==> src/hdl/f2dt_pkg.sv <==
// Shared types and constants for the float to decimal text converter.
`timescale 1ns / 1ps

package f2dt_pkg;

   // Default fraction digit limit and the text length limit
   localparam int MAX_FRAC_DIGITS_DEF = 7;
   localparam int TEXT_BUFFER_LEN     = 15;

   // Integer part width and number of decimal digits it can need
   localparam int IPART_W    = 31;
   localparam int INT_DIGITS = 10;
   localparam int FPART_W    = 24;

   // Exponent field window that converts: unbiased -23 .. 30
   localparam int          EXP_BIAS = 127;
   localparam logic [7:0]  EXP_LO   = 8'(EXP_BIAS - 23);
   localparam logic [7:0]  EXP_HI   = 8'(EXP_BIAS + 31);

   // ASCII codes
   localparam logic [6:0] CHAR_ZERO  = 7'h30;
   localparam logic [6:0] CHAR_MINUS = 7'h2D;
   localparam logic [6:0] CHAR_DOT   = 7'h2E;
   localparam logic [6:0] CHAR_NONE  = 7'h00;

   // What the output word carries
   typedef enum logic [2:0] {
      EMIT_FAIL,
      EMIT_SIGN,
      EMIT_INT,
      EMIT_DOT,
      EMIT_FRAC
   } emit_kind_type;

   // Controller to datapath commands
   typedef struct packed {
      logic          load;
      logic          dabble;
      logic          measure;
      logic          frac_step;
      logic          emit;
      emit_kind_type kind;
      logic          last;
   } dp_cmd_type;

   // Datapath to controller status
   typedef struct packed {
      logic fail;
      logic neg;
      logic dabble_last;
      logic digit_last;
      logic frac_done;
      logic frac_last;
      logic no_frac;
   } dp_status_type;

endpackage

==> src/hdl/float_to_decimal_text.sv <==
// Top level of the single-precision float to decimal ASCII text converter.
`timescale 1ns / 1ps

// Takes one IEEE single-precision word and returns its decimal text as a run
// of ASCII words, tlast on the final character: optional '-', integer digits
// (or '0'), '.', then fraction digits made by truncating multiply-by-ten and
// trimmed of trailing zeros (one kept). Either zero gives "0.0". Infinities,
// NaNs, denormals and values with unbiased exponent outside -23..30 give one
// word with tuser (failed) set and char 0. One conversion runs at a time.
// After acceptance there is a class state, then shift-and-add-3 BCD
// conversion of the integer part and a measure state. Next come the
// fraction steps, as many as the digit limit (MAX_FRAC_DIGITS, or fewer
// when the text is long), and the check that ends them. Only then does the
// first character appear. Characters then leave one per cycle through the
// output register while rsp_tready holds, up to 14 of them. The input is
// taken again once the last character is in the output register.
module float_to_decimal_text #(
   parameter int MAX_FRAC_DIGITS = f2dt_pkg::MAX_FRAC_DIGITS_DEF
) (
   input  logic        clock,
   input  logic        reset,
   input  logic        req_tvalid,
   output logic        req_tready,
   input  logic [31:0] req_tdata,   // [31:0] float_bits
   output logic        rsp_tvalid,
   input  logic        rsp_tready,
   output logic [7:0]  rsp_tdata,   // [6:0] char_code, [7] zero
   output logic        rsp_tlast,   // last
   output logic        rsp_tuser    // failed
);
   import f2dt_pkg::*;

   dp_cmd_type    cmd;
   dp_status_type status;
   logic [6:0]    char_code;

   f2dt_ctrl u_ctrl (
      .clock      (clock),
      .reset      (reset),
      .req_tvalid (req_tvalid),
      .req_tready (req_tready),
      .rsp_tvalid (rsp_tvalid),
      .rsp_tready (rsp_tready),
      .status     (status),
      .cmd        (cmd)
   );

   f2dt_dpath #(
      .MAX_FRAC_DIGITS (MAX_FRAC_DIGITS)
   ) u_dpath (
      .clock      (clock),
      .float_bits (req_tdata),
      .cmd        (cmd),
      .status     (status),
      .char_code  (char_code),
      .last       (rsp_tlast),
      .failed     (rsp_tuser)
   );

   assign rsp_tdata = {1'b0, char_code};

endmodule

==> src/hdl/f2dt_dpath.sv <==
// Datapath: float unpacking, binary to BCD, fraction digits and output word register.
`timescale 1ns / 1ps

module f2dt_dpath #(
   parameter int MAX_FRAC_DIGITS = f2dt_pkg::MAX_FRAC_DIGITS_DEF
) (
   input  logic                   clock,
   input  logic [31:0]            float_bits,
   input  f2dt_pkg::dp_cmd_type   cmd,
   output f2dt_pkg::dp_status_type status,
   output logic [6:0]             char_code,
   output logic                   last,
   output logic                   failed
);
   import f2dt_pkg::*;

   // count width holds 0..MAX, index width addresses the buffer
   localparam int FCW = $clog2(MAX_FRAC_DIGITS + 1);
   localparam int FIW = (MAX_FRAC_DIGITS > 1) ? $clog2(MAX_FRAC_DIGITS) : 1;
   localparam logic [4:0] ROOM    = 5'(TEXT_BUFFER_LEN - 1);
   localparam logic [4:0] MAX5    = 5'(MAX_FRAC_DIGITS);
   localparam logic [4:0] STEP_END = 5'(IPART_W - 1);

   logic [IPART_W-1:0] ipart_ff, ipart_in;
   logic [FPART_W-1:0] fpart_ff, fpart_in;
   logic               neg_ff, neg_in;
   logic               fail_ff, fail_in;
   logic               fzero_ff, fzero_in;
   logic [4*INT_DIGITS-1:0] bcd_ff, bcd_in;
   logic [4:0]         step_ff, step_in;
   logic [3:0]         iptr_ff, iptr_in;
   logic [FCW-1:0]     budget_ff, budget_in;
   logic [FCW-1:0]     fcnt_ff, fcnt_in;
   logic [FCW-1:0]     keep_ff, keep_in;
   logic [FCW-1:0]     fptr_ff, fptr_in;
   logic [3:0]         fbuf_ff [MAX_FRAC_DIGITS];
   logic [6:0]         char_ff, char_in;
   logic               last_ff, last_in;
   logic               failw_ff, failw_in;

   // load-time decode
   logic [7:0]  exp_field;
   logic [23:0] mant;
   logic        is_zero;
   logic [5:0]  shamt;
   logic [76:0] wide;

   // dabble and measure helpers
   logic [4*INT_DIGITS-1:0] adj;
   logic [3:0]  lead_idx;
   logic [4:0]  text_len;
   logic [4:0]  room_left;
   logic [27:0] prod;
   logic [3:0]  fdigit;
   logic [FCW-1:0] fcount;
   logic [3:0]  int_digit;

   // unpack: shift mantissa into {ipart, fpart} fixed point
   always_comb begin
      exp_field = float_bits[30:23];
      mant      = {1'b1, float_bits[22:0]};
      is_zero   = (float_bits[30:0] == 31'd0);
      shamt     = 6'(exp_field - EXP_LO);
      wide      = {53'd0, mant} << shamt;
   end

   // add-3 correction ahead of each BCD shift
   always_comb begin
      for (int i = 0; i < INT_DIGITS; i++) begin
         if (bcd_ff[4*i +: 4] >= 4'd5) begin
            adj[4*i +: 4] = bcd_ff[4*i +: 4] + 4'd3;
         end else begin
            adj[4*i +: 4] = bcd_ff[4*i +: 4];
         end
      end
   end

   // highest nonzero BCD digit; zero value shows one digit
   always_comb begin
      lead_idx = 4'd0;
      for (int i = 0; i < INT_DIGITS; i++) begin
         if (bcd_ff[4*i +: 4] != 4'd0) begin
            lead_idx = 4'(i);
         end
      end
      text_len = 5'(neg_ff) + 5'(lead_idx) + 5'd2;
      room_left = ROOM - text_len;
   end

   // one fraction digit: times ten, digit from the top
   always_comb begin
      prod   = {1'b0, fpart_ff, 3'b000} + {3'b000, fpart_ff, 1'b0};
      fdigit = prod[27:24];
   end

   // digits kept after trimming trailing zeros
   always_comb begin
      if (fzero_ff) begin
         fcount = FCW'(1);
      end else if (budget_ff == '0) begin
         fcount = '0;
      end else if (keep_ff == '0) begin
         fcount = FCW'(1);
      end else begin
         fcount = keep_ff;
      end
   end

   assign int_digit = bcd_ff[4*iptr_ff +: 4];

   // next-state logic
   always_comb begin
      ipart_in  = ipart_ff;
      fpart_in  = fpart_ff;
      neg_in    = neg_ff;
      fail_in   = fail_ff;
      fzero_in  = fzero_ff;
      bcd_in    = bcd_ff;
      step_in   = step_ff;
      iptr_in   = iptr_ff;
      budget_in = budget_ff;
      fcnt_in   = fcnt_ff;
      keep_in   = keep_ff;
      fptr_in   = fptr_ff;
      char_in   = char_ff;
      last_in   = last_ff;
      failw_in  = failw_ff;

      if (cmd.load) begin
         if (is_zero) begin
            ipart_in = '0;
            fpart_in = '0;
            neg_in   = 1'b0;
            fail_in  = 1'b0;
         end else begin
            ipart_in = wide[76:46];
            fpart_in = wide[45:22];
            neg_in   = float_bits[31];
            fail_in  = (exp_field >= EXP_HI) || (exp_field < EXP_LO);
         end
         fzero_in = is_zero || (wide[45:22] == '0);
         bcd_in   = '0;
         step_in  = '0;
         fcnt_in  = '0;
         keep_in  = '0;
         fptr_in  = '0;
      end

      if (cmd.dabble) begin
         bcd_in   = {adj[4*INT_DIGITS-2:0], ipart_ff[IPART_W-1]};
         ipart_in = {ipart_ff[IPART_W-2:0], 1'b0};
         step_in  = step_ff + 5'd1;
      end

      if (cmd.measure) begin
         iptr_in = lead_idx;
         if (text_len >= ROOM) begin
            budget_in = '0;
         end else if (room_left > MAX5) begin
            budget_in = FCW'(MAX_FRAC_DIGITS);
         end else begin
            budget_in = room_left[FCW-1:0];
         end
      end

      if (cmd.frac_step) begin
         fpart_in = prod[23:0];
         fcnt_in  = fcnt_ff + FCW'(1);
         if (fdigit != 4'd0) begin
            keep_in = fcnt_ff + FCW'(1);
         end
      end

      // output word register
      if (cmd.emit) begin
         last_in  = cmd.last;
         failw_in = 1'b0;
         case (cmd.kind)
            EMIT_FAIL: begin
               char_in  = CHAR_NONE;
               failw_in = 1'b1;
            end
            EMIT_SIGN: char_in = CHAR_MINUS;
            EMIT_INT: begin
               char_in = CHAR_ZERO | {3'b000, int_digit};
               iptr_in = iptr_ff - 4'd1;
            end
            EMIT_DOT: char_in = CHAR_DOT;
            EMIT_FRAC: begin
               char_in = CHAR_ZERO | {3'b000, fbuf_ff[fptr_ff[FIW-1:0]]};
               fptr_in = fptr_ff + FCW'(1);
            end
            default: char_in = CHAR_NONE;
         endcase
      end
   end

   // registers
   always_ff @(posedge clock) begin
      ipart_ff  <= ipart_in;
      fpart_ff  <= fpart_in;
      neg_ff    <= neg_in;
      fail_ff   <= fail_in;
      fzero_ff  <= fzero_in;
      bcd_ff    <= bcd_in;
      step_ff   <= step_in;
      iptr_ff   <= iptr_in;
      budget_ff <= budget_in;
      fcnt_ff   <= fcnt_in;
      keep_ff   <= keep_in;
      fptr_ff   <= fptr_in;
      char_ff   <= char_in;
      last_ff   <= last_in;
      failw_ff  <= failw_in;
   end

   // fraction digit buffer
   always_ff @(posedge clock) begin
      if (cmd.load) begin
         for (int i = 0; i < MAX_FRAC_DIGITS; i++) begin
            fbuf_ff[i] <= 4'd0;
         end
      end else if (cmd.frac_step) begin
         fbuf_ff[fcnt_ff[FIW-1:0]] <= fdigit;
      end
   end

   // status back to the controller
   always_comb begin
      status.fail        = fail_ff;
      status.neg         = neg_ff;
      status.dabble_last = (step_ff == STEP_END);
      status.digit_last  = (iptr_ff == 4'd0);
      status.frac_done   = (fcnt_ff == budget_ff);
      status.frac_last   = (fptr_ff == fcount - FCW'(1));
      status.no_frac     = (fcount == '0);
   end

   assign char_code = char_ff;
   assign last      = last_ff;
   assign failed    = failw_ff;

endmodule

==> src/hdl/f2dt_ctrl.sv <==
// Controller: sequences unpack, BCD conversion, fraction digits and character output.
`timescale 1ns / 1ps

module f2dt_ctrl (
   input  logic                    clock,
   input  logic                    reset,
   input  logic                    req_tvalid,
   output logic                    req_tready,
   output logic                    rsp_tvalid,
   input  logic                    rsp_tready,
   input  f2dt_pkg::dp_status_type status,
   output f2dt_pkg::dp_cmd_type    cmd
);
   import f2dt_pkg::*;

   typedef enum logic [3:0] {
      S_IDLE,
      S_CLASS,
      S_ICONV,
      S_MEASURE,
      S_FCONV,
      S_SIGN,
      S_INT,
      S_DOT,
      S_FRAC,
      S_FAILW
   } state_type;

   state_type state_ff, state_in;
   logic      valid_ff, valid_in;
   logic      slot_free;

   // output register can take a word
   assign slot_free = !valid_ff || rsp_tready;

   // next state and commands
   always_comb begin
      state_in      = state_ff;
      cmd           = '0;
      cmd.kind      = EMIT_FAIL;
      unique case (state_ff)
         S_IDLE: begin
            if (req_tvalid) begin
               cmd.load = 1'b1;
               state_in = S_CLASS;
            end
         end
         S_CLASS: state_in = status.fail ? S_FAILW : S_ICONV;
         S_ICONV: begin
            cmd.dabble = 1'b1;
            if (status.dabble_last) begin
               state_in = S_MEASURE;
            end
         end
         S_MEASURE: begin
            cmd.measure = 1'b1;
            state_in    = S_FCONV;
         end
         S_FCONV: begin
            if (status.frac_done) begin
               state_in = status.neg ? S_SIGN : S_INT;
            end else begin
               cmd.frac_step = 1'b1;
            end
         end
         S_SIGN: begin
            if (slot_free) begin
               cmd.emit = 1'b1;
               cmd.kind = EMIT_SIGN;
               state_in = S_INT;
            end
         end
         S_INT: begin
            if (slot_free) begin
               cmd.emit = 1'b1;
               cmd.kind = EMIT_INT;
               if (status.digit_last) begin
                  state_in = S_DOT;
               end
            end
         end
         S_DOT: begin
            if (slot_free) begin
               cmd.emit = 1'b1;
               cmd.kind = EMIT_DOT;
               cmd.last = status.no_frac;
               state_in = status.no_frac ? S_IDLE : S_FRAC;
            end
         end
         S_FRAC: begin
            if (slot_free) begin
               cmd.emit = 1'b1;
               cmd.kind = EMIT_FRAC;
               cmd.last = status.frac_last;
               if (status.frac_last) begin
                  state_in = S_IDLE;
               end
            end
         end
         S_FAILW: begin
            if (slot_free) begin
               cmd.emit = 1'b1;
               cmd.kind = EMIT_FAIL;
               cmd.last = 1'b1;
               state_in = S_IDLE;
            end
         end
         default: state_in = S_IDLE;
      endcase

      // output valid flag
      if (cmd.emit) begin
         valid_in = 1'b1;
      end else if (rsp_tready) begin
         valid_in = 1'b0;
      end else begin
         valid_in = valid_ff;
      end
   end

   // state and registered outputs
   always_ff @(posedge clock) begin
      if (reset) begin
         state_ff <= S_IDLE;
         valid_ff <= 1'b0;
      end else begin
         state_ff <= state_in;
         valid_ff <= valid_in;
      end
   end

   assign req_tready = (state_ff == S_IDLE);
   assign rsp_tvalid = valid_ff;

endmodule
==> config.mk <==
export PLATFORM = sky130hd
export DESIGN_NAME = float_to_decimal_text
export DESIGN_NICKNAME = d
export VERILOG_FILES = /design/src/hdl/f2dt_pkg.sv /design/src/hdl/float_to_decimal_text.sv /design/src/hdl/f2dt_dpath.sv /design/src/hdl/f2dt_ctrl.sv
export SDC_FILE = /design/constraint.sdc
export NUM_CORES = 1
export LEC_CHECK = 0
export BUFFER_PORTS_ARGS = -buffer_cell sky130_fd_sc_hd__buf_2
export CORE_MARGIN = 3
export CORE_UTILIZATION = 50
export CTS_BUF_LIST = sky130_fd_sc_hd__clkbuf_16
export DETAILED_ROUTE_END_ITERATION = 10
export PLACE_DENSITY = 0.67
export SLEW_MARGIN = 20
export SYNTH_ARGS = -nofsm -noshare
export SYNTH_HDL_FRONTEND = slang
export SYNTH_SLANG_ARGS = --single-unit
==> constraint.sdc <==
create_clock -name clock -period 6.1 [get_ports clock]
set_input_delay 0.915 -clock clock [delete_from_list [all_inputs] [get_ports clock]]
set_output_delay 0.915 -clock clock [all_outputs]
set_load 0.01 [all_outputs]
== Word level (Yosys, flattened, before mapping) ==
Memory sizes are Yosys's and may differ from the RTL's. A register that Yosys moved wholly into a read port is not among the register bits.
Index checks and enable logic that the tools add are counted.

* Register bits after elaboration: 133
* Memories kept: 1
* RAM bits: 28

* Muxes and demuxes: 83
* Order comparisons: 14
* Add/subtract/negate cells: 20
* Reduce and logical (&&, ||, !) cells: 27
* Shifts and indexed selects: 2
* Equality and inequality tests: 26

{| class="wikitable"
|+ Memories
! name !! words !! bits a word !! read ports !! clocked after memory_dff !! write ports !! line !! text
|-
| u_dpath.fbuf_ff || 7 || 4 || 1 || 1 || 7 || f2dt_dpath.sv:36 || <nowiki>logic [3:0] fbuf_ff [MAX_FRAC_DIGITS];</nowiki>
|}

{| class="wikitable"
|+ Operators with widths
! cell !! number
|-
| 4-bit two-way mux || 29
|-
| 31-bit two-way mux || 3
|-
| 40-bit two-way mux || 2
|-
| 24-bit by 6-bit << shifter with 77-bit output || 1
|-
| 24-bit two-way mux || 3
|-
| 3-bit two-way mux || 18
|-
| 4-bit by 3-bit greater-or-equal comparator with 1-bit output (second input constant) || 10
|-
| 4-bit case mux with 10 select lines || 1
|-
| 4-bit nonzero test || 10
|-
| 40-bit by 7-bit variable part select with 4-bit output || 1
|-
| 4-bit by 2-bit adder with 4-bit output (second input constant) || 9
|-
| 31-bit logical NOT || 1
|-
| 27-bit by 25-bit adder with 28-bit output || 1
|-
| 5-bit two-way mux || 5
|-
| 24-bit logical NOT || 1
|-
| 6-bit case mux with 4 select lines || 1
|-
| 4-bit case mux with 5 select lines || 1
|-
| 4-bit by 3-bit equality test with 1-bit output (second input constant) || 4
|-
| 1-bit two-way mux || 16
|-
| 3-bit logical NOT || 4
|-
| 2-bit by 1-bit != test with 1-bit output (second input constant) || 6
|-
| 10-bit AND reduction || 1
|-
| 4-bit by 2-bit equality test with 1-bit output (second input constant) || 2
|-
| 4-bit equality test (second input constant) || 2
|-
| other kinds (27) || 40
|}

== Logic depth before layout (Yosys ltp) ==
Gate-level depths: netlist of the first run.

* Word-level depth: 15
* Mapped depth: 17
* Mapped depth without buffers: 17

== By module ==
From an unflattened synthesis of the first run, not the netlist that was laid out.

* Cells, all modules: 1247
* Area total of the unflattened synthesis: 12169.2 µm²

{| class="wikitable"
|+ By module, submodules not included
! module !! instances !! area an instance (µm²) !! cells each
|-
| f2dt_dpath || 1 || 11668.7 || 1177
|-
| f2dt_ctrl || 1 || 489.2 || 68
|-
| float_to_decimal_text || 1 || 11.3 || 2
|}

== Worst setup path after synthesis of the first run ==
Ideal clock, no wire load.

* Path kind: input to register
* Start: input port req_tvalid
* End: register u_dpath.bcd_ff[0], enable pin
* Data arrival time: 2.838 ns
* Stages: 4
* Setup time: 0.760 ns
* Slack: 2.502 ns
* Buffers on the path: 2
* Cells stage by stage: nand2_1 -> clkbuf_1 -> buf_1 -> nand2_1

* Longest elaborated chain between the ends: 3

{| class="wikitable"
|+ Ends and longest elaborated chain
! item !! line !! text
|-
| from (decl) || float_to_decimal_text.sv:22 || <nowiki>input logic req_tvalid,</nowiki>
|-
| 1-bit two-way mux || f2dt_ctrl.sv:43 || <nowiki>if (req_tvalid) begin</nowiki>
|-
| 1-bit two-way mux || f2dt_ctrl.sv:41 || <nowiki>unique case (state_ff)</nowiki>
|-
| 2-bit nonzero test (no source line) || - ||
|-
| to (signal assigned) || f2dt_dpath.sv:205 || <nowiki>bcd_ff <= bcd_in;</nowiki>
|-
| to (decl) || f2dt_dpath.sv:29 || <nowiki>logic [4*INT_DIGITS-1:0] bcd_ff, bcd_in;</nowiki>
|}

No other way between the ends.
A chain may end at the register's enable or synchronous reset.

== Worst setup path in the final report of the first run ==
* Start: register u_dpath.bcd_ff[8]
* End: register u_dpath.budget_ff[1] (data pin)

* Longest elaborated chain between the ends: 14

{| class="wikitable"
|+ Ends and longest elaborated chain
! item !! line !! text
|-
| 4-bit nonzero test * || f2dt_dpath.sv:82 || <nowiki>if (bcd_ff[4*i +: 4] != 4'd0) begin</nowiki>
|-
| 2-bit two-way mux * (2 in series) || f2dt_dpath.sv:82 ||
|-
| 3-bit two-way mux * (4 in series) || f2dt_dpath.sv:82 ||
|-
| 4-bit two-way mux * (2 in series) || f2dt_dpath.sv:82 ||
|-
| 1-bit by 4-bit adder with 5-bit output * || f2dt_dpath.sv:86 || <nowiki>text_len = 5'(neg_ff) + 5'(lead_idx) + 5'd2;</nowiki>
|-
| 5-bit by 2-bit adder with 5-bit output * || f2dt_dpath.sv:86 ||
|-
| 4-bit by 5-bit subtractor with 5-bit output || f2dt_dpath.sv:87 || <nowiki>room_left = ROOM - text_len;</nowiki>
|-
| 5-bit by 3-bit greater-than comparator with 1-bit output || f2dt_dpath.sv:159 || <nowiki>end else if (room_left > MAX5) begin</nowiki>
|-
| 3-bit two-way mux || f2dt_dpath.sv:159 ||
|-
| to (signal assigned) || f2dt_dpath.sv:208 || <nowiki>budget_ff <= budget_in;</nowiki>
|-
| to (decl) || f2dt_dpath.sv:32 || <nowiki>logic [FCW-1:0] budget_ff, budget_in;</nowiki>
|}

Every way passes the cells marked *; elsewhere a longest branch is shown, timed or not.

==> flow_summary.rst, run 1 <==
.. list-table::
   :header-rows: 1

   * - Metric
     - Value
   * - Busiest grt layer
     - met2
   * - Most used cells in the layout excluding fill and tap cells
     - sky130_fd_sc_hd__nor2_1, sky130_fd_sc_hd__nand2_1, sky130_fd_sc_hd__edfxtp_1
   * - Initial antenna violation count
     - 0
   * - Final worst clock skew
     - 0.0127 ns
   * - Rel. slew slack
     - 32.3%
   * - Cts hold-fix bufs
     - 0
   * - Layout Area Growth over Synthesis
     - 8.93%
   * - Power share of the combinational group
     - 46.8%
   * - Number of rows created at floorplan
     - between 50 and 60
   * - Cell with the biggest individual delay on the critical path
     - sky130_fd_sc_hd__edfxtp_1
   * - Sum of negative setup slack
     - 0 ns
   * - WL/cell
     - 19.1 um
   * - Overall die area
     - 25300 um^2
   * - Detailed-route DRC error count
     - 0
   * - Antenna diode instance count
     - 0
   * - Post-Syn Instances
     - 1243
   * - Final number of hold-violating endpoints
     - 0
   * - Number of global-route vias before repair
     - 9222
   * - Area of the core
     - roughly 23000 um^2
   * - Synth area leader
     - sky130_fd_sc_hd__edfxtp_1
   * - Final Cell Area
     - roughly 13000 um^2
   * - TritonCTS Sinks
     - between 150 and 200
   * - Effective utilization at floorplan
     - about half
   * - Detailed Routing Iterations Pass 1
     - 5
   * - CTS tree
     - built
   * - CTS buffer count
     - 17
   * - Total power consumption of the routed design
     - 6380 uW
   * - Worst-Skew Late Latency
     - 0.43 ns
   * - Post-Place Cell Area
     - 12200 um^2
   * - Worst Tran Pin Value
     - 1.01 ns
   * - Number of setup buffers added after CTS
     - 0
   * - Unrepaired setup endpoints after global routing
     - false
   * - Int Pwr
     - between 3000 and 4000 uW
   * - Met3 track utilization from global routing
     - 3.12%
   * - Period utilisation layout
     - 66.2%
   * - Delay of the slowest cell on the worst path
     - around 0.5 ns
   * - Top achievable clock speed
     - 248 MHz
   * - Number of max-slew violations in the final report
     - 0
   * - Power per standard cell area
     - 500 nW/um^2
   * - Post-synth design cell area
     - 11700 um^2
   * - Placed Cells incl. Taps
     - 1549
   * - Global routing usage on met1
     - about a third
   * - Clock-pin slew on the worst setup and hold paths
     - 0.08 ns
   * - Root buffer selected by CTS
     - sky130_fd_sc_hd__clkbuf_16
   * - Number of vias after detailed routing
     - 9618
   * - Bufs on Longest Clock Path
     - 2
   * - Switching part of the total
     - 43.4%
   * - Fin crit period
     - slightly above 4 ns
   * - Routability cong.
     - about 0.98
   * - Share of post-route cells with drive strength above 1
     - 12.0%
   * - Mean area per synthesized cell
     - between 9 and 10 um^2
   * - Via density
     - 6.08
   * - Post-Layout Cell Count
     - 1581
   * - Share of async-settable or async-resettable flops after synthesis
     - 0%
   * - I/O Buffers
     - 45
   * - Synth Flop Type
     - sky130_fd_sc_hd__edfxtp_1
   * - Register bit total from synthesis
     - between 150 and 200
   * - HP Class
     - flop to flop
   * - Kind of critical path
     - flop to flop
   * - Post-synthesis sequential area ratio
     - between 40% and 50%
   * - H-tree depth reported by CTS
     - 4
   * - Synth warnings
     - 0
   * - Required arrival time at the worst endpoint
     - approximately 6.3 ns
   * - Sequential power share
     - 36.2%
   * - Leading cell type in the layout, fill and taps excluded
     - sky130_fd_sc_hd__nor2_1
   * - Total global routing overflow
     - 0
   * - Total Wirelength
     - between 30 and 40 mm
   * - Final Net Count
     - 1351
   * - Width of the die
     - 159 um
   * - Worst setup SP type
     - flop
   * - Global-route wire length before repair
     - 49.1 mm
   * - Height of the die
     - 159 um
   * - CP endpoint kind
     - flop
   * - Total global-route track usage
     - 23.8%
   * - Unique cell type count in the Yosys netlist
     - 78
   * - Fill count
     - 2099
   * - Part of the power in the clock network
     - between 10% and 20%
   * - Cell chain of the critical path
     - inv_1 > ha_1 > nor3b_1 > a21oi_1 > o21ai_0 > a21oi_1 > o21ai_0 > ha_1 > inv_1 > ha_1 > inv_1 > ha_1 > nor4b_1 > nor4_1 > a21oi_1 > mux2i_1 > a21oi_1
   * - Peak ir drop on the vdd network
     - 0.343 mV
   * - Max capacitance violation total
     - 0
   * - Post-CTS Resized
     - 0
   * - Post-synth EDFFs
     - 144
   * - Top-level I/O count
     - 48
   * - Result of the run
     - completed
   * - Portion of synthesized cell area occupied by the leading cell type
     - 36.9%
   * - Number of design-rule violations left by the first detailed-router iteration
     - around 860
   * - Largest net degree at the start of global routing
     - 76
   * - Arr. time, crit path
     - 4.21 ns
   * - Number of antenna-violating nets in the routed design
     - 0
   * - P_sw
     - between 2000 and 3000 uW
   * - Final Setup Violations
     - 0
   * - Top area cells in the synthesized netlist
     - sky130_fd_sc_hd__edfxtp_1, sky130_fd_sc_hd__mux4_2, sky130_fd_sc_hd__ha_1
   * - Detailed Place HPWL
     - 22.2 mm
   * - Pleak
     - approximately 0.0048 uW
   * - Routing usage on met2
     - about two fifths
   * - Maximum fanout along the worst path
     - 4
[worst max-delay path: cells and delay by family (launching register included)]
| kind | cells | cell delay (ns) |
|---|---|---|
| simple gates | 3 | 0.78 |
| buf+inv | 3 | 0.28 |
| mux | 1 | 0.23 |
| fa+ha+maj | 4 | 1.06 |
| compound gates | 6 | 0.95 |
| flops | 1 | 0.49 |
[synth_stat cells, drive strengths merged, types with 20 or more instances]
cell type    n
clkbuf      40
nand3       38
xor2        22
inv         56
dfxtp       20
nor2       151
nor3        21
o21ai       77
mux4        34
mux2i       29
ha          59
edfxtp     144
nand2      149
buf         24
a21oi       98
xnor2       29
[power groups by stage]
stage / registers (uW) / logic [uW] / clock network (uW)
3_5_place_dp: 2320 / 2960 / 0
2_1_floorplan: 2130 / 2380 / 0
4_1_cts: 2300 / 2980 / 1100
6_report: 2310 / 2990 / 1080
5_1_grt: 2380 / 3340 / 1150
3_3_place_gp: 2310 / 2930 / 0
[per-stage QoR]
stage / worst slack (ns) / hold slack (ns) / util (%)
after floorplan: 2.50 / 0.430 / -
after global placement: 1.93 / 0.440 / 53.2
after detailed placement: 1.94 / 0.454 / 53.2
after CTS: 2.09 / 0.466 / 55.8
after global routing: 1.68 / 0.488 / 55.8
final: 2.06 / 0.469 / 55.8
[layer usage]
metal  part of all wire [%]  wire (um)
met1                     44      13400
met2                     47      14100
met3                    5.1       1550
met4                    3.8       1150
met5                      0          0
[worst paths after layout]
| kind | startpoint | slack, ns | endpoint | cells after the start |
|---|---|---|---|---|
| max reg2reg | u_dpath.bcd_ff[8] | 2.06 | u_dpath.budget_ff[1] | 17 |
| min | u_dpath.keep_ff[0] | 0.47 | u_dpath.keep_ff[0] | 2 |
| min reg2reg | u_dpath.keep_ff[0] | 0.47 | u_dpath.keep_ff[0] | 2 |
| max | u_dpath.bcd_ff[8] | 2.06 | u_dpath.budget_ff[1] | 17 |
[cell type report]
cell class | instances | area, um^2 | share of cell area, %
flip-flops and latches | 164 | 4720 | 37.0
multi-input cells | 958 | 6510 | 51.0
clock inverters | 15 | 180 | 1.41
inverters | 58 | 218 | 1.71
well taps | 313 | 392 | 3.07
clock buffers | 17 | 425 | 3.33
repair buffers | 56 | 308 | 2.41
[cells by family after synthesis]
logic type               after synthesis  share of synthesized area (%)
AO/OA/AOI/OAI                        320                           17.5
XOR/XNOR                              51                           3.81
buffers and inverters                122                           4.21
multiplexers                          78                           10.5
flip-flops                           164                           40.3
AND/OR/NAND/NOR                      447                           17.2
other                                  1                         0.0320
adder cells (fa/ha/maj)               60                           6.47
[sequential cells by signal, summed over array words and instances (netlist names)]
name and flops:
u_dpath.bcd_ff 40, u_dpath.fbuf_ff 32, u_dpath.ipart_ff 31, u_dpath.fpart_ff 24, u_dpath.char_code 6, u_dpath.step_ff 5
u_ctrl.state_ff 4, u_dpath.iptr_ff 4, u_dpath.budget_ff 3, u_dpath.fcnt_ff 3, u_dpath.fptr_ff 3, u_dpath.keep_ff 3
u_ctrl.rsp_tvalid 1, u_dpath.fail_ff 1, u_dpath.failed 1, u_dpath.fzero_ff 1, u_dpath.last 1, u_dpath.neg_ff 1
Power figures use the tool's default switching activity.
==> run 2, diff against run 1 <==
--- a/config.mk
+++ b/config.mk
@@ -10,7 +10,7 @@
 export CORE_UTILIZATION = 50
 export CTS_BUF_LIST = sky130_fd_sc_hd__clkbuf_16
 export DETAILED_ROUTE_END_ITERATION = 10
-export PLACE_DENSITY = 0.67
+export PLACE_DENSITY = 0.69
 export SLEW_MARGIN = 20
 export SYNTH_ARGS = -nofsm -noshare
 export SYNTH_HDL_FRONTEND = slang
==> constraint.sdc (replaced) <==
create_clock -name clock -period 3.7 [get_ports clock]
set_input_delay 0.555 -clock clock [delete_from_list [all_inputs] [get_ports clock]]
set_output_delay 0.555 -clock clock [all_outputs]
set_load 0.01 [all_outputs]
==> flow_summary.rst, run 2 (same netlist as run 1, synthesis figures left out) <==
.. list-table::
   :header-rows: 1

   * - Metric
     - Value
   * - Number of antenna-violating nets in the routed design
     - 0
   * - CP endpoint kind
     - flop
   * - R2r startpoint
     - u_dpath.fpart_ff[2]
   * - Final Net Count
     - 1371
   * - Share of post-route cells with drive strength above 1
     - 13.5%
   * - WL/cell
     - 18.6 um
   * - Final worst clock skew
     - 0.00981 ns
   * - Worst-Skew Late Latency
     - 0.43 ns
   * - Kind of critical path
     - flop to flop
   * - Initial antenna violation count
     - 0
   * - Antenna diode instance count
     - 0
   * - Most used cells in the layout excluding fill and tap cells
     - sky130_fd_sc_hd__nor2_1, sky130_fd_sc_hd__nand2_1, sky130_fd_sc_hd__edfxtp_1
   * - Arr. time, crit path
     - around 3.6 ns
   * - Flip-flop count of the largest register after layout
     - 40
   * - Cell with the biggest individual delay on the critical path
     - sky130_fd_sc_hd__or4_1
   * - Number of design-rule violations left by the first detailed-router iteration
     - 1011
   * - Required arrival time at the worst endpoint
     - 3.98 ns
   * - Final number of hold-violating endpoints
     - 0
   * - Total global-route track usage
     - 23.6%
   * - Max capacitance violation total
     - 0
   * - Fill count
     - 2032
   * - Sum of negative setup slack
     - 0 ns
   * - Routability cong.
     - 0.978
   * - Number of max-slew violations in the final report
     - 0
   * - CTS buffer count
     - 17
   * - Rel. slew slack
     - 31.3%
   * - Via density
     - 6.12
   * - Number of global-route vias before repair
     - around 9400
   * - Cts hold-fix bufs
     - 0
   * - Biggest regs
     - u_dpath.bcd_ff: 40 flops, u_dpath.fbuf_ff: 32 flops, u_dpath.ipart_ff: 31 flops
   * - Delay of the slowest cell on the worst path
     - approximately 0.67 ns
   * - Detailed Place HPWL
     - between 20 and 25 mm
   * - Period utilisation layout
     - 90.8%
   * - Top-level I/O count
     - 48
   * - Result of the run
     - completed
   * - Number of rows created at floorplan
     - 55
   * - Fin crit period
     - 3.36 ns
   * - Worst min-delay path startpoint
     - reset
   * - Cell count of the worst hold path
     - 2
   * - Largest net degree at the start of global routing
     - 76
   * - Number of vias after detailed routing
     - around 10000
   * - H-tree depth reported by CTS
     - 4
   * - Area of the core
     - 22800 um^2
   * - Total global routing overflow
     - 0
   * - HP Class
     - input pin to flop
   * - Leading cell type in the layout, fill and taps excluded
     - sky130_fd_sc_hd__nor2_1
   * - Final Setup Violations
     - 0
   * - Global-route wire length before repair
     - 48.8 mm
   * - Total Wirelength
     - a little under 30 mm
   * - Hold Path End
     - u_ctrl.state_ff[2]
   * - Final Cell Area
     - ~13000 um^2
   * - Height of the die
     - 159 um
   * - I/O Buffers
     - 45
   * - Worst setup SP type
     - flop
   * - CTS tree
     - built
   * - Peak ir drop on the vdd network
     - 0.529 mV
   * - Top achievable clock speed
     - 298 MHz
   * - Bufs on Longest Clock Path
     - 2
   * - Power per standard cell area
     - 819 nW/um^2
   * - Register with the most flip-flops
     - u_dpath.bcd_ff
   * - Worst Tran Pin Value
     - around 1 ns
   * - TritonCTS Sinks
     - approximately 160
   * - Layout Area Growth over Synthesis
     - 10.4%
   * - Detailed-route DRC error count
     - 0
   * - Effective utilization at floorplan
     - 51.3%
   * - Width of the die
     - between 150 and 200 um
   * - Cell chain of the critical path
     - ha_1 > inv_1 > fa_1 > nand2b_1 > a2111oi_0 > a211o_1 > a21oi_2 > o21ai_1 > a31oi_1 > or4_1 > nor2_1
   * - Maximum fanout along the worst path
     - 7
   * - Worst r2r dst
     - u_dpath.fbuf_ff[2][3]
   * - Detailed Routing Iterations Pass 1
     - 5
   * - Pleak
     - 0.00494 uW
   * - Overall die area
     - 25300 um^2
   * - Clock-pin slew on the worst setup and hold paths
     - around 0.070 ns
   * - Unrepaired setup endpoints after global routing
     - false
   * - Register-to-Register Path Depth
     - 11
   * - Post-Place Cell Area
     - 12300 um^2
   * - Root buffer selected by CTS
     - sky130_fd_sc_hd__clkbuf_16
   * - R2R setup slack
     - 0.34 ns
==> run 2: through the flow <==
step                      instances  setup slack [ns]  hold WS, ns  util, %  total power (uW)
after floorplan                1244             0.106        0.430        -              7430
after global placement         1568             0.277        0.437     53.8              8680
after detailed placement       1568             0.141        0.453     53.8              8760
after CTS                      1600             0.119        0.359     56.5             10600
after global routing           1601            0.0326        0.362     56.6             11400
final                          1601             0.339        0.382     56.6             10600
==> run 2: worst max-delay path by stage <==
stage / startpoint / to / depth (start not counted)
final: u_dpath.fpart_ff[2] / u_dpath.fbuf_ff[2][3] / 11
after global routing: u_dpath.bcd_ff[8] / u_dpath.budget_ff[0] / 17
after CTS: u_dpath.bcd_ff[8] / u_dpath.budget_ff[0] / 17
after detailed placement: u_dpath.bcd_ff[8] / u_dpath.budget_ff[0] / 17
after global placement: u_dpath.bcd_ff[8] / u_dpath.budget_ff[1] / 17
after floorplan: u_ctrl.state_ff[1] / u_dpath.bcd_ff[0] / 6
==> run 2: cell type report <==
cell class                 count  area (um^2)  area share (%)
clock buffer                  17          425            3.29
timing repair buffer          76          458            3.54
multi-input combinational    958         6520            50.5
clock inverter                15          185            1.43
sequential                   164         4720            36.6
inverter                      58          218            1.68
tap                          313          392            3.03
==> run 2: where the power goes <==
part	internal, uW	switching, uW	total [uW]
clock network	920	866	1790
registers	3090	703	3800
logic	2000	3000	5000
==> run 2: metal layers <==
metal | part of all wire [%] | GRT usage (%)
met1 | 44 | 31.9
met2 | 47 | 38.3
met3 | 5.8 | 4.06
met4 | 3.3 | 8.60
met5 | 0 | 0
==> run 2: timing repair <==
| item | 4_1_cts | 5_1_grt |
|---|---|---|
| endpoints found under the hold margin | 0 | 0 |
| setup buffers | 0 | 1 |
| setup endpoints to repair | 0 | 3 |
| resized for setup | 0 | 4 |
==> run 2: worst max-delay path, delay by kind of cell (launching register included) <==
| family | cells | cell delay (ns) |
|---|---|---|
| and+or+nand+nor | 3 | 1.05 |
| DFF | 1 | 0.36 |
| buffers and inverters | 1 | 0.06 |
| AOI/OAI and AO/OA | 5 | 1.16 |
| adders and majority gates | 2 | 0.57 |
==> run 3, diff against run 2 <==
--- a/config.mk
+++ b/config.mk
@@ -11,6 +11,7 @@
 export CTS_BUF_LIST = sky130_fd_sc_hd__clkbuf_16
 export DETAILED_ROUTE_END_ITERATION = 10
 export PLACE_DENSITY = 0.69
+export RECOVER_POWER = 25
 export SLEW_MARGIN = 20
 export SYNTH_ARGS = -nofsm -noshare
 export SYNTH_HDL_FRONTEND = slang
==> flow_summary.rst, run 3 (same netlist as run 1, synthesis figures left out) <==
.. list-table::
   :header-rows: 1

   * - Metric
     - Value
   * - I/O Buffers
     - 45
   * - Pleak
     - 0.00489 uW
   * - Fin crit period
     - 3.43 ns
   * - Area of the core
     - 22800 um^2
   * - Root buffer selected by CTS
     - sky130_fd_sc_hd__clkbuf_16
   * - Number of rows created at floorplan
     - 55
   * - Number of design-rule violations left by the first detailed-router iteration
     - between 900 and 1000
   * - Register-to-Register Path Depth
     - 11
   * - Worst-Skew Late Latency
     - about 0.43 ns
   * - Worst r2r dst
     - u_dpath.fbuf_ff[2][3]
   * - Peak ir drop on the vdd network
     - around 0.5 mV
   * - Biggest regs
     - u_dpath.bcd_ff: 40 flops, u_dpath.fbuf_ff: 32 flops, u_dpath.ipart_ff: 31 flops
   * - Final number of hold-violating endpoints
     - 0
   * - Routability cong.
     - 0.978
   * - Overall die area
     - 25300 um^2
   * - Register with the most flip-flops
     - u_dpath.bcd_ff
   * - Most used cell, CP
     - sky130_fd_sc_hd__clkbuf_1
   * - Clock-pin slew on the worst setup and hold paths
     - 0.07 ns
   * - Power per standard cell area
     - 819 nW/um^2
   * - Final Setup Violations
     - 0
   * - Width of the die
     - 159 um
   * - Buffering stage count on the worst path with inverters included
     - 2
   * - Family of cells with the greatest summed delay on the critical path
     - buffers and inverters
   * - Share of post-route cells with drive strength above 1
     - between 10% and 20%
   * - CP endpoint kind
     - flop
   * - H-tree depth reported by CTS
     - 4
   * - Kind of critical path
     - input pin to flop
   * - Number of antenna-violating nets in the routed design
     - 0
   * - Cts hold-fix bufs
     - 0
   * - Detailed Place HPWL
     - around 22 mm
   * - Period utilisation layout
     - 92.7%
   * - CTS buffer count
     - 17
   * - Worst Tran Pin Value
     - 1.32 ns
   * - Layout Area Growth over Synthesis
     - 10.0%
   * - R2R setup slack
     - 0.34 ns
   * - Cell chain of the critical path
     - clkbuf_1 > clkbuf_1 > mux4_2 > mux2_2 > nor2_1 > a21o_1 > o22ai_1 > nor4b_1 > a41oi_1 > o31ai_2
   * - Total Wirelength
     - 29.8 mm
   * - Bufs on Longest Clock Path
     - 2
   * - Number of global-route vias before repair
     - 9360
   * - CTS tree
     - built
   * - Leading cell type in the layout, fill and taps excluded
     - sky130_fd_sc_hd__nor2_1
   * - Worst setup SP type
     - input pin
   * - Top achievable clock speed
     - a little under 300 MHz
   * - Worst min-delay path startpoint
     - reset
   * - Detailed-route DRC error count
     - 0
   * - Rel. slew slack
     - 11.8%
   * - Post-Layout Cell Count
     - 1601
   * - Number of max-slew violations in the final report
     - 0
   * - Number of vias after detailed routing
     - 9808
   * - Maximum fanout along the worst path
     - 22
   * - Cell with the biggest individual delay on the critical path
     - sky130_fd_sc_hd__clkbuf_1
   * - Total global-route track usage
     - between 20% and 30%
   * - Arr. time, crit path
     - 3.68 ns
   * - Flip-flop count of the largest register after layout
     - 40
   * - TritonCTS Sinks
     - approximately 160
   * - Delay of the slowest cell on the worst path
     - 0.86 ns
   * - Global-route wire length before repair
     - between 40 and 50 mm
   * - Placed Cells incl. Taps
     - approximately 1600
   * - WL/cell
     - ~19 um
   * - Top-level I/O count
     - 48
   * - Cell count of the worst hold path
     - 2
   * - Required arrival time at the worst endpoint
     - 3.95 ns
   * - Initial antenna violation count
     - 0
   * - R2r startpoint
     - u_dpath.fpart_ff[2]
   * - Hold Path End
     - u_ctrl.state_ff[2]
   * - Most used cells in the layout excluding fill and tap cells
     - sky130_fd_sc_hd__nor2_1, sky130_fd_sc_hd__nand2_1, sky130_fd_sc_hd__edfxtp_1
   * - HP Class
     - input pin to flop
   * - Antenna diode instance count
     - 0
   * - Via density
     - 6.13
   * - Height of the die
     - 159 um
   * - Result of the run
     - completed
   * - Sum of negative setup slack
     - 0 ns
   * - Max capacitance violation total
     - 0
   * - Final worst clock skew
     - approximately 0.012 ns
   * - Detailed Routing Iterations Pass 1
     - 6
   * - Unrepaired setup endpoints after global routing
     - false
   * - Effective utilization at floorplan
     - 51.3%
   * - Final Net Count
     - 1371
   * - Total global routing overflow
     - 0
   * - Largest net degree at the start of global routing
     - 76
==> run 3: worst max path at each step <==
| stage | from | endpoint | slack, ns | depth (start not counted) |
|---|---|---|---|---|
| after CTS | u_dpath.bcd_ff[8] | u_dpath.budget_ff[0] | 0.12 | 17 |
| after global placement | u_dpath.bcd_ff[8] | u_dpath.budget_ff[1] | 0.28 | 17 |
| after floorplan | u_ctrl.state_ff[1] | u_dpath.bcd_ff[0] | 0.11 | 6 |
| after detailed placement | u_dpath.bcd_ff[8] | u_dpath.budget_ff[0] | 0.14 | 17 |
| final | req_tdata[25] | u_dpath.fzero_ff | 0.27 | 10 |
| after global routing | req_tdata[25] | u_dpath.fzero_ff | 0.03 | 10 |
==> run 3: metal layers <==
layer | up-vias | share of wire (%) | GRT usage, %
li1 | 4674 | - | -
met1 | 4676 | 43 | 31.9
met2 | 395 | 47 | 38.3
met3 | 63 | 6.5 | 4.06
met4 | 0 | 3.0 | 8.60
met5 | - | 0 | 0
==> run 3: what timing repair did <==
| item | in CTS | in global routing |
|---|---|---|
| setup endpoints to repair | 0 | 3 |
| resized for setup | 0 | 4 |
| buffers inserted | 0 | 1 |
==> run 3: final cells by class <==
| type | instances | area (um^2) |
|---|---|---|
| multi-input combinational | 958 | 6520 |
| fill | 2045 | 9960 |
| inverter | 58 | 218 |
| sequential | 164 | 4720 |
| timing repair buffer | 76 | 425 |
| clock buffer | 17 | 425 |
| clock inverter | 15 | 185 |
| tap | 313 | 392 |
==> run 3: power by group <==
group / switching, uW / internal [uW]
clock: 863 / 920
sequential: 705 / 3090
combinational: 3000 / 1980
==> run 3: worst register-to-register path, delay by kind of cell (launching register included) <==
family                     cells  cell delay (ns)
adders and majority gates      2             0.57
and+or+nand+nor                3             1.05
buffers and inverters          1             0.06
AOI/OAI and AO/OA              5             1.16
DFF                            1             0.36
==> run 3: metrics by stage <==
stage | instance area [um^2] | hold slack [ns] | power, uW | worst slack [ns] | utilization [%]
2_1_floorplan | 11700 | 0.430 | 7430 | 0.106 | -
3_3_place_gp | 12300 | 0.437 | 8680 | 0.277 | 53.8
3_5_place_dp | 12300 | 0.453 | 8760 | 0.141 | 53.8
4_1_cts | 12900 | 0.359 | 10600 | 0.119 | 56.5
5_1_grt | 12900 | 0.362 | 11400 | 0.0275 | 56.4
6_report | 12900 | 0.376 | 10600 | 0.270 | 56.4
